[src/sliding_window_median_filter_assert.svh]
// assertion macros for the running median filter
// used by the top level only; expects clk and arst_n in scope
`ifndef SLIDING_WINDOW_MEDIAN_FILTER_ASSERT_SVH
`define SLIDING_WINDOW_MEDIAN_FILTER_ASSERT_SVH
`ifndef SYNTHESIS
// property that must hold at every clock edge outside reset
`define SWMF_ASSERT_ALWAYS(lbl, cond) \
	lbl: assert property (@(posedge clk) disable iff (!arst_n) (cond)) \
		else $error("swmf invariant violated");
// implication checked in the cycle after the trigger
`define SWMF_ASSERT_NEXT(lbl, trig, cons) \
	lbl: assert property (@(posedge clk) disable iff (!arst_n) (trig) |=> (cons)) \
		else $error("swmf sequencing violated");
// implication checked in the same cycle
`define SWMF_ASSERT_SAME(lbl, trig, cons) \
	lbl: assert property (@(posedge clk) disable iff (!arst_n) (trig) |-> (cons)) \
		else $error("swmf state check violated");
`else
`define SWMF_ASSERT_ALWAYS(lbl, cond)
`define SWMF_ASSERT_NEXT(lbl, trig, cons)
`define SWMF_ASSERT_SAME(lbl, trig, cons)
`endif
`endif

[src/swmf_pkg.sv]
// shared types for the running median filter
// no dependencies
`timescale 1ns / 1ps

package swmf_pkg;

	// sequencer states, one-hot
	typedef enum logic [2:0] {
		ST_IDLE   = 3'b001,
		ST_UPDATE = 3'b010,
		ST_RESULT = 3'b100
	} swmf_state_t;

	// command broadcast to every cell of the sorted chain
	typedef struct packed {
		logic evict;
		logic insert;
	} swmf_cmd_t;

endpackage

[src/swmf_cell.sv]
// one cell of the sorted sample chain: value, age and valid flag
// depends on swmf_pkg
`timescale 1ns / 1ps

module swmf_cell #(
	parameter int SAMPLE_BITS = 16,
	parameter int AGE_BITS    = 6
) (
	input  logic                          clk,
	input  logic                          arst_n,
	input  swmf_pkg::swmf_cmd_t           cmd,
	input  logic signed [SAMPLE_BITS-1:0] fresh,
	input  logic [AGE_BITS-1:0]           age_limit,
	input  logic                          prev_valid,
	input  logic                          prev_gt,
	input  logic signed [SAMPLE_BITS-1:0] prev_val,
	input  logic [AGE_BITS-1:0]           prev_age,
	input  logic                          next_valid,
	input  logic signed [SAMPLE_BITS-1:0] next_val,
	input  logic [AGE_BITS-1:0]           next_age,
	input  logic                          kill_in,
	output logic                          valid,
	output logic signed [SAMPLE_BITS-1:0] val,
	output logic [AGE_BITS-1:0]           age,
	output logic                          gt,
	output logic                          kill_out
);
	import swmf_pkg::*;

	logic                          valid_q, valid_d;
	logic signed [SAMPLE_BITS-1:0] val_q, val_d;
	logic [AGE_BITS-1:0]           age_q, age_d;
	logic                          doom;

	// empty cells sort above everything
	assign gt       = !valid_q || (val_q > fresh);
	assign doom     = valid_q && (age_q >= age_limit);
	assign kill_out = kill_in || doom;

	always_comb begin
		valid_d = valid_q;
		val_d   = val_q;
		age_d   = age_q;
		if (cmd.evict && kill_out) begin
			// close the gap left by the lowest doomed cell
			valid_d = next_valid;
			val_d   = next_val;
			age_d   = next_age;
		end else if (cmd.insert) begin
			if (gt && prev_gt) begin
				valid_d = prev_valid;
				val_d   = prev_val;
				age_d   = prev_age + AGE_BITS'(1);
			end else if (gt) begin
				valid_d = 1'b1;
				val_d   = fresh;
				age_d   = '0;
			end else begin
				age_d = age_q + AGE_BITS'(1);
			end
		end
	end

	always_ff @(posedge clk or negedge arst_n) begin
		if (!arst_n) begin
			valid_q <= 1'b0;
		end else begin
			valid_q <= valid_d;
		end
	end

	always_ff @(posedge clk) begin
		val_q <= val_d;
		age_q <= age_d;
	end

	assign valid = valid_q;
	assign val   = val_q;
	assign age   = age_q;

endmodule

[src/sliding_window_median_filter.sv]
// running median filter top level: sequencer, sorted cell chain, output register
// depends on swmf_pkg, swmf_cell and sliding_window_median_filter_assert.svh
`timescale 1ns / 1ps
// usage
// - input channel in_valid/in_ready carries one signed sample per beat
// - output channel out_valid/out_ready carries filtered and window_full per beat,
//   exactly one output beat for every input beat, in order
// - config channel cfg_valid/cfg_ready/cfg_data writes window_length (always ready);
//   write it only while the filter is idle, 0 acts as 1, above MAX_WINDOW saturates
// - the window lives in a chain of MAX_WINDOW cells kept sorted ascending, each cell
//   tagged with the age of its sample; the median is the cell at rank length/2
// - per sample: the beat is taken, each aged-out sample is dropped from the chain in
//   turn, then the new sample is inserted and the result registered
// - one sample is in process at a time: a new beat is taken only once the last
//   result is in the output register; after the length is shortened the next
//   sample first drops every surplus sample that has to leave the chain
// - reset clears the chain, the fill count and the output valid flag and restores a
//   window length of 5; no clearing pass is needed
// - a stalled receiver holds the result in the output register; the next sample
//   is still taken and processed, then waits until the register drains
`include "sliding_window_median_filter_assert.svh"

module sliding_window_median_filter #(
	parameter int MAX_WINDOW  = 32,
	parameter int SAMPLE_BITS = 16
) (
	input  logic                          clk,
	input  logic                          arst_n,
	// sample input channel
	input  logic                          in_valid,
	output logic                          in_ready,
	input  logic signed [SAMPLE_BITS-1:0] sample,
	// result output channel
	output logic                          out_valid,
	input  logic                          out_ready,
	output logic signed [SAMPLE_BITS-1:0] filtered,
	output logic                          window_full,
	// window length register write channel
	input  logic                          cfg_valid,
	output logic                          cfg_ready,
	input  logic [5:0]                    cfg_data
);
	import swmf_pkg::*;

	// length and age width, index width into the chain
	localparam int LW = $clog2(MAX_WINDOW + 1);
	localparam int IW = (MAX_WINDOW > 1) ? $clog2(MAX_WINDOW) : 1;

	swmf_state_t                   state_q, state_d;
	logic [5:0]                    window_length_q;
	logic signed [SAMPLE_BITS-1:0] sample_q;
	logic [LW-1:0]                 fill_q;
	logic [LW-1:0]                 leff;
	logic [LW-1:0]                 age_limit;
	logic [IW-1:0]                 mid_idx;
	swmf_cmd_t                     cmd;
	logic                          any_doom;
	logic                          load_out;
	logic                          out_valid_q;
	logic signed [SAMPLE_BITS-1:0] filtered_q;
	logic                          window_full_q;
	logic                          full_now;

	// chain wiring: entry 0 and MAX_WINDOW+1 are the boundaries, cell i sits at i+1
	logic signed [SAMPLE_BITS-1:0] v_c [MAX_WINDOW+2];
	logic [LW-1:0]                 a_c [MAX_WINDOW+2];
	logic [MAX_WINDOW+1:0]         vld_c;
	logic [MAX_WINDOW:0]           gt_c;
	logic [MAX_WINDOW:0]           kill_c;
	logic signed [SAMPLE_BITS-1:0] cell_val [MAX_WINDOW];

	// configuration register
	assign cfg_ready = 1'b1;

	always_ff @(posedge clk or negedge arst_n) begin
		if (!arst_n) begin
			window_length_q <= 6'd5;
		end else if (cfg_valid && cfg_ready) begin
			window_length_q <= cfg_data;
		end
	end

	// effective length, clamped to 1..MAX_WINDOW
	always_comb begin
		if (window_length_q == '0) begin
			leff = LW'(1);
		end else if (int'(window_length_q) > MAX_WINDOW) begin
			leff = LW'(MAX_WINDOW);
		end else begin
			leff = LW'(window_length_q);
		end
	end

	// samples this old or older cannot stay once the new one arrives
	assign age_limit = leff - LW'(1);
	assign mid_idx   = IW'(leff >> 1);

	// chain boundaries
	assign v_c[0]              = '0;
	assign a_c[0]              = '0;
	assign vld_c[0]            = 1'b0;
	assign v_c[MAX_WINDOW+1]   = '0;
	assign a_c[MAX_WINDOW+1]   = '0;
	assign vld_c[MAX_WINDOW+1] = 1'b0;
	assign gt_c[0]             = 1'b0;
	assign kill_c[0]           = 1'b0;

	for (genvar i = 0; i < MAX_WINDOW; i++) begin : g_cell
		swmf_cell #(
			.SAMPLE_BITS (SAMPLE_BITS),
			.AGE_BITS    (LW)
		) u_cell (
			.clk        (clk),
			.arst_n     (arst_n),
			.cmd        (cmd),
			.fresh      (sample_q),
			.age_limit  (age_limit),
			.prev_valid (vld_c[i]),
			.prev_gt    (gt_c[i]),
			.prev_val   (v_c[i]),
			.prev_age   (a_c[i]),
			.next_valid (vld_c[i+2]),
			.next_val   (v_c[i+2]),
			.next_age   (a_c[i+2]),
			.kill_in    (kill_c[i]),
			.valid      (vld_c[i+1]),
			.val        (v_c[i+1]),
			.age        (a_c[i+1]),
			.gt         (gt_c[i+1]),
			.kill_out   (kill_c[i+1])
		);
		assign cell_val[i] = v_c[i+1];
	end

	// some cell still holds a sample outside the window
	assign any_doom = kill_c[MAX_WINDOW];

	// sequencer: drop aged-out samples one per cycle, then insert
	always_comb begin
		state_d    = state_q;
		cmd.evict  = 1'b0;
		cmd.insert = 1'b0;
		case (state_q)
			ST_IDLE: begin
				if (in_valid) begin
					state_d = ST_UPDATE;
				end
			end
			ST_UPDATE: begin
				if (any_doom) begin
					cmd.evict = 1'b1;
				end else begin
					cmd.insert = 1'b1;
					state_d    = ST_RESULT;
				end
			end
			ST_RESULT: begin
				if (load_out) begin
					state_d = ST_IDLE;
				end
			end
			default: begin
				state_d = ST_IDLE;
			end
		endcase
	end

	assign in_ready = (state_q == ST_IDLE);
	assign load_out = (state_q == ST_RESULT) && (!out_valid_q || out_ready);
	assign full_now = (fill_q == leff);

	always_ff @(posedge clk or negedge arst_n) begin
		if (!arst_n) begin
			state_q     <= ST_IDLE;
			fill_q      <= '0;
			out_valid_q <= 1'b0;
		end else begin
			state_q <= state_d;
			if (cmd.insert) begin
				fill_q <= fill_q + LW'(1);
			end else if (cmd.evict) begin
				fill_q <= fill_q - LW'(1);
			end
			if (load_out) begin
				out_valid_q <= 1'b1;
			end else if (out_ready) begin
				out_valid_q <= 1'b0;
			end
		end
	end

	// sample beat and result payload
	always_ff @(posedge clk) begin
		if (in_valid && in_ready) begin
			sample_q <= sample;
		end
		if (load_out) begin
			window_full_q <= full_now;
			filtered_q    <= full_now ? cell_val[mid_idx] : sample_q;
		end
	end

	assign out_valid   = out_valid_q;
	assign filtered    = filtered_q;
	assign window_full = window_full_q;

	// the fill count tracks the occupied cells of the chain
	`SWMF_ASSERT_ALWAYS(a_fill_matches_chain, $countones(vld_c) == int'(fill_q))
	// at result time the window holds between one and length samples
	`SWMF_ASSERT_SAME(a_fill_in_range, state_q == ST_RESULT, fill_q != '0 && fill_q <= leff)
	// an accepted sample starts the chain update on the next cycle
	`SWMF_ASSERT_NEXT(a_accept_starts_update, in_valid && in_ready, state_q == ST_UPDATE)
	// a result taken into the output register is offered next cycle
	`SWMF_ASSERT_NEXT(a_result_offered, load_out, out_valid && state_q == ST_IDLE)

endmodule

[config.mk]
export PLATFORM = sky130hd
export DESIGN_NAME = sliding_window_median_filter
export DESIGN_NICKNAME = d
export VERILOG_FILES = /design/src/swmf_pkg.sv /design/src/swmf_cell.sv /design/src/sliding_window_median_filter.sv
export VERILOG_INCLUDE_DIRS = /design/src /design/src/src
export SDC_FILE = /design/constraint.sdc
export NUM_CORES = 2
export LEC_CHECK = 0
export ABC_AREA = 1
export BUFFER_PORTS_ARGS = -buffer_cell sky130_fd_sc_hd__buf_2
export CAP_MARGIN = 20
export CORE_MARGIN = 10
export CORE_UTILIZATION = 40
export CTS_CLUSTER_DIAMETER = 50
export DETAILED_ROUTE_END_ITERATION = 8
export SYNTH_ARGS = -nofsm -noshare
export SYNTH_HDL_FRONTEND = slang
export SYNTH_HIERARCHICAL = 1
export SYNTH_SLANG_ARGS = --single-unit
[constraint.sdc]
create_clock -name clk -period 8.2 [get_ports clk]
set_input_delay 1.64 -clock clk [delete_from_list [all_inputs] [get_ports clk]]
set_output_delay 1.64 -clock clk [all_outputs]
set_load 0.01 [all_outputs]
# Word level (Yosys, flattened, before mapping)
# Index checks and enable logic that the tools add are counted.
# op_classes
n_reduce_logical	296
n_eq_ne	7
n_addsub	35
n_mux	394
n_bitwise	1
magnitude_cmp	66
# ops
cell	count
$mux W16	128
$mux W6	129
$gt A16 B16 Y1	32
$add A6 B1 Y6 const B	33
$ge A6 B6 Y1	32
$mux W1	131
$logic_and A1 B1 Y1	97
$reduce_bool A3 Y1	31
$bmux W16 S5	1
$reduce_bool A2 Y1	36
$reduce_and A2 Y1	33
$logic_or A1 B1 Y1	64
$logic_not A1 Y1	33
$sub A6 B1 Y6 const B	2
$mux W3	3
$pmux W3 S3	1
$eq A6 B6 Y1	1
$ge A6 B6 Y1 const B	1
$gt A6 B6 Y1 const B	1
$logic_not A6 Y1	1
$ne A2 B2 Y1 const B	3
$not A5 Y6	1
$eq A3 B1 Y1 const B	1
$eq A3 B2 Y1 const B	1
other kinds (3)	3
# totals
word_cells	902
register_bits	785
input_bits	27

# Depth between registers and ports, before layout
# depth
ltp_word	42
depth_mapped	90

# Hierarchy
# Netlist, hierarchy kept.
# by_module_without_submodules
module	instances	area_per_inst_um2	seq_area_each_um2	cells_each
swmf_cell at g_cell[0].u_cell ...	30	2109.5	685.7	284
sliding_window_median_filter	1	6382.4	1395.1	1203
swmf_cell at g_cell[8].u_cell ...	2	2107.0	685.7	285

# Least setup slack after synthesis
# No wires, ideal clock.
# synth_timing
path_type	flip-flop to flip-flop
startpoint	register window_length_q[4]
endpoint	register g_cell[0].u_cell.val_q[0], enable pin
t_required_ns	7.833
path_stages_with_launch	84
arrival_time_ns	8.414
path_slack_ns	-0.582
period_less_slack_ns	8.782
path_cell_list	dfrtp_1 clkbuf_1 nor2_1 nand3_1 nand2_1 inv_1 ha_1 nand3_1 xor2_1 inv_1 ha_1 nand2_1 o21a_1 nand3_1 nand2_1 nand2_1 inv_1 nand2_1 [... 48 more ...] inv_1 nand2_1 inv_1 nand2_1 inv_1 nand2_1 inv_1 nand2_1 inv_1 nand2_1 inv_1 nand2_1 nand2_1 inv_1 nand2_1 nand2_1 nand2_1 inv_1
# synth_rtl
element	line_no	source
start, declared	sliding_window_median_filter.sv:50	logic [5:0] window_length_q;
start signal, assigned	sliding_window_median_filter.sv:79	window_length_q <= cfg_data;
end signal, assigned	swmf_cell.sv:73	val_q <= val_d;
end, declared	swmf_cell.sv:31	logic signed [SAMPLE_BITS-1:0] val_q, val_d;

==> impl_metrics.csv <==
group,metric,value,unit
run_status,status,"complete, no violations",
critical_path,timing.critical_path.fanout_max,8,
placement,dp_worst_setup_slack,-0.5289,ns
cells_and_area,num-fill-cells,18330,
yosys,seq_area_frac_synth,31.59,%
yosys,ys_async_sr_fraction,6.115,%
hold_path,hp-class,"flip-flop to flip-flop",
route,routed-via-count,69240,
grt,grt_overflow,0,
hold_path,worst_hold_startpoint,"g_cell[31].u_cell/val[13]",
die,fp-row-count,157,
yosys,synthXorXnorAreaFrac,2.406,%
sta,skew,0.03690,ns
pwr,pwr_density_cell,392.3,nW/um^2
cells_and_area,finish.cell_count_without_fillers,13150,
die,design.die.area,202300,um^2
yosys,synth-simple-area-share,37.89,%
yosys,avgSynthCellArea,7.178,um^2
yosys,area_fraction_in_compound_gates_after_synthesis,3.861,%
sta,final_setup_violating_endpoints,0,
clock_network,cts_h_tree_lvls,4,
sta,worst_pin_slew,0.9184,ns
die,floorplan.core_area,183500,um^2
critical_path,critical_path.startpoint_type,"flip-flop",
pwr,power.static_leakage,42.69,nW
pwr,power,0.03297,W
critical_path,r2r-start,"window_length_q[5]",
yosys,ys_top_cells_by_area,"edfxtp_1 30%, nand2_1 18%, ha_1 13%",
yosys,synth_largest_type_area_fraction,29.95,%
placement,portBuffers,45,
clock_network,skew_pair_late_insertion_delay,0.80,ns
die,design.portCount,47,
sta,max_clock_freq,0.1289,GHz
yosys,yosysWarningCount,6,
placement,dp_cells,12880,
critical_path,worst_path_max_delay_cell,"dfrtp_1",
yosys,synth_edf_count,737,
clock_network,cts-buffers-inserted,135,
clock_network,cts.path.max_buffers,3,
critical_path,critPathRequiredTime,8.69,ns
critical_path,worstSetupEndpointType,"flip-flop",
cells_and_area,fin_util,45.80,%
clock_network,clk_root_buffer_cell,"clkbuf_16",
yosys,synth_top_area_cell,"edfxtp_1",
critical_path,cp.arrival,8.25,ns
yosys,commonest_register_cell_after_synthesis,"edfxtp_1",
critical_path,crit_start,"window_length_q[5]",
clock_network,clkSlewWorstSetupHoldPaths,0.05,ns
run,cap_viol_max_count,0,
sta,post-route-worst-setup-slack,0.4424,ns
placement,gpl.final_weighted_congestion,0.9369,
yosys,post_synth_num_cell_types,38,
critical_path,timing.setup.critical_path_class,"flip-flop to flip-flop",
sta,timing.max_slew.rel_slack,38.77,%
yosys,dominant_combinational_cell_family_by_area_after_synthesis,"simple AND/OR/NAND/NOR gates",
yosys,portion_of_netlist_area_occupied_by_mux_cells,0.04572,%
critical_path,critical_path.most_common_cell,"inv_2",
sta,whs,0.5744,ns
grt,vias_in_the_first_global_route,66470,
yosys,synth.ff_latch_count,785,
cells_and_area,layout-area-overhead-vs-synth,13.73,%
route,detail_route.vias_per_cell,5.265,
clock_network,cts-hold-fix-buffers,0,
grt,groute.usage.overall,23.36,%
route,drt-initial-drc-count,6294,
yosys,gate_count_of_the_mapped_netlist,10290,
grt,grt_antenna_before_repair,1,
yosys,synthAdderAreaFrac,13.12,%
route,total_routed_length,246400,um
yosys,syn_area,73880,um^2
sta,final_min_period_over_clock_period,94.60,%
sta,hold_viol,0,
grt,first_pass_grt_wire_length,380800,um
route,detail_route.wl_per_cell,18.74,um
sta,finalMaxSlewViolations,0,
placement,hpwlAfterDp,178800,um
cells_and_area,post_route_cells_drive_above_1_share,9.443,%
die,die_h,449.8,um
die,die_width,449.8,um
route,drtAntennaViolNets,0,
critical_path,cpPeakStageDelay,0.40,ns
cells_and_area,design.final.nets,11380,
die,floorplan.initialDensity,40.27,%
route,drt_drc_violations_left,0,
clock_network,tritoncts,"yes",
grt,grt_start_max_net_pins,65,
clock_network,cts_sinks,785,
sta,min_period,7.758,ns
route,drt-pass1-iter-count,9,
pwr,max_ir_drop_vdd,229.8,uV
## layer usage
metal  vias up  track usage [%]  wire, um
met2      2514            35.82    105300
met5         -                0         0
li1      34060                -         -
met4         0            9.315     10450
met1     32210            32.91    111900
met3       459            3.338     18860
## cells in the mapped netlist (45+ instances only)
cell type  number
nand3b_1      544
nand4_1       159
inv_1        1570
dfrtp_1        45
xor2_1        103
or2_2          92
nand3_1      1288
ha_1          773
buf_6          64
nand2_4        65
o21ai_0        48
nor2_1        315
buf_2         132
nand2_1      3480
a21oi_1       306
edfxtp_1      737
nand2_2        63
buf_4          64
xnor2_1       100
clkbuf_1       91
## layout make-up
type / instances / area [um^2] / area share, %
diodes: 2 / 5.005 / 0.005956
clock buffers: 152 / 3556 / 4.232
clock inverters: 95 / 964.7 / 1.148
inverters: 1584 / 5974 / 7.110
multi-input cells: 7654 / 42970 / 51.14
flip-flops and latches: 785 / 23340 / 27.77
well taps: 2464 / 3083 / 3.669
repair buffers: 415 / 4139 / 4.926
## state kept, by name, summed over array words and instances, names as in the netlist
name and count:
g_cell.u_cell/val 512, g_cell.u_cell/age 192, g_cell.u_cell/valid 32, filtered 16, sample_q 16, fill_q 6, window_length_q 6, state_q 3
out_valid 1, window_full 1
## stage by stage
stage          TNS, ns  area (um^2)
2_1_floorplan        0        74270
3_3_place_gp   -706.30        78770
3_5_place_dp   -541.97        78770
4_1_cts              0        83730
5_1_grt         -1.169        84020
6_report             0        84020
## placed cells by master, fill, tap and decap left out, types with 31 or more instances in the layout
cell,synthesis,final
nand2_1,3480,3439
inv_1,1570,1530
nand3_1,1288,1286
ha_1,773,772
edfxtp_1,737,737
nand3b_1,544,544
nor2_1,315,314
a21oi_1,306,306
buf_4,64,286
nand4_1,159,159
clkbuf_16,0,146
xor2_1,103,101
xnor2_1,100,99
conb_1,2,93
nand2_2,63,92
or2_2,92,92
nand2_4,65,76
buf_12,0,66
o21ai_0,48,48
inv_2,14,47
dfrtp_1,45,45
buf_2,132,44
nor3_2,33,33
a21o_1,32,32
o211ai_1,32,32
o21a_1,32,32
nor3_1,31,31
## power by group
group          internal (W)  switching [W]
clock               0.00353        0.00224
sequential          0.00700        0.00199
combinational       0.00664         0.0116
total                0.0172         0.0158
## cells by family (layout without fill, tap and decap cells)
logic type,after synthesis,in the layout
multiplexers,3,3
AND/OR/NAND/NOR,6075,6075
other,2,95
buffers and inverters,1945,2246
XOR/XNOR,203,203
flip-flops,785,785
adder cells (fa/ha/maj),774,774
AO/OA/AOI/OAI,506,506
## worst max-delay path: cells and delay by family (launching register included)
family	cells	cell delay (ns)
buffers and inverters	44	3.47
AND/OR/NAND/NOR	39	2.72
adder cells (fa/ha/maj)	2	0.50
flip-flops	1	0.40
XOR/XNOR	1	0.22
AO/OA/AOI/OAI	1	0.08
## repair_timing
item	CTS	global route
pin swaps	8	13
resized for setup	45	70
setup endpoints to repair	1445	1445
buffers inserted	9	3
cloned	6	8
hold endpoints to repair	0	0
## final timing paths
check / cells after the start / end / slack [ns]
setup / recovery: 87 / g_cell[1].u_cell/val[15] / 0.44
hold / removal: 2 / g_cell[30].u_cell/val[13] / 0.57
setup reg to reg: 87 / g_cell[1].u_cell/val[15] / 0.44
hold reg to reg: 2 / g_cell[30].u_cell/val[13] / 0.57
max in group asynchronous: 2 / g_cell[8].u_cell/valid / 6.10
min in group asynchronous: 1 / g_cell[24].u_cell/valid / 0.89
No activity file was read; power rests on OpenSTA's default activity.
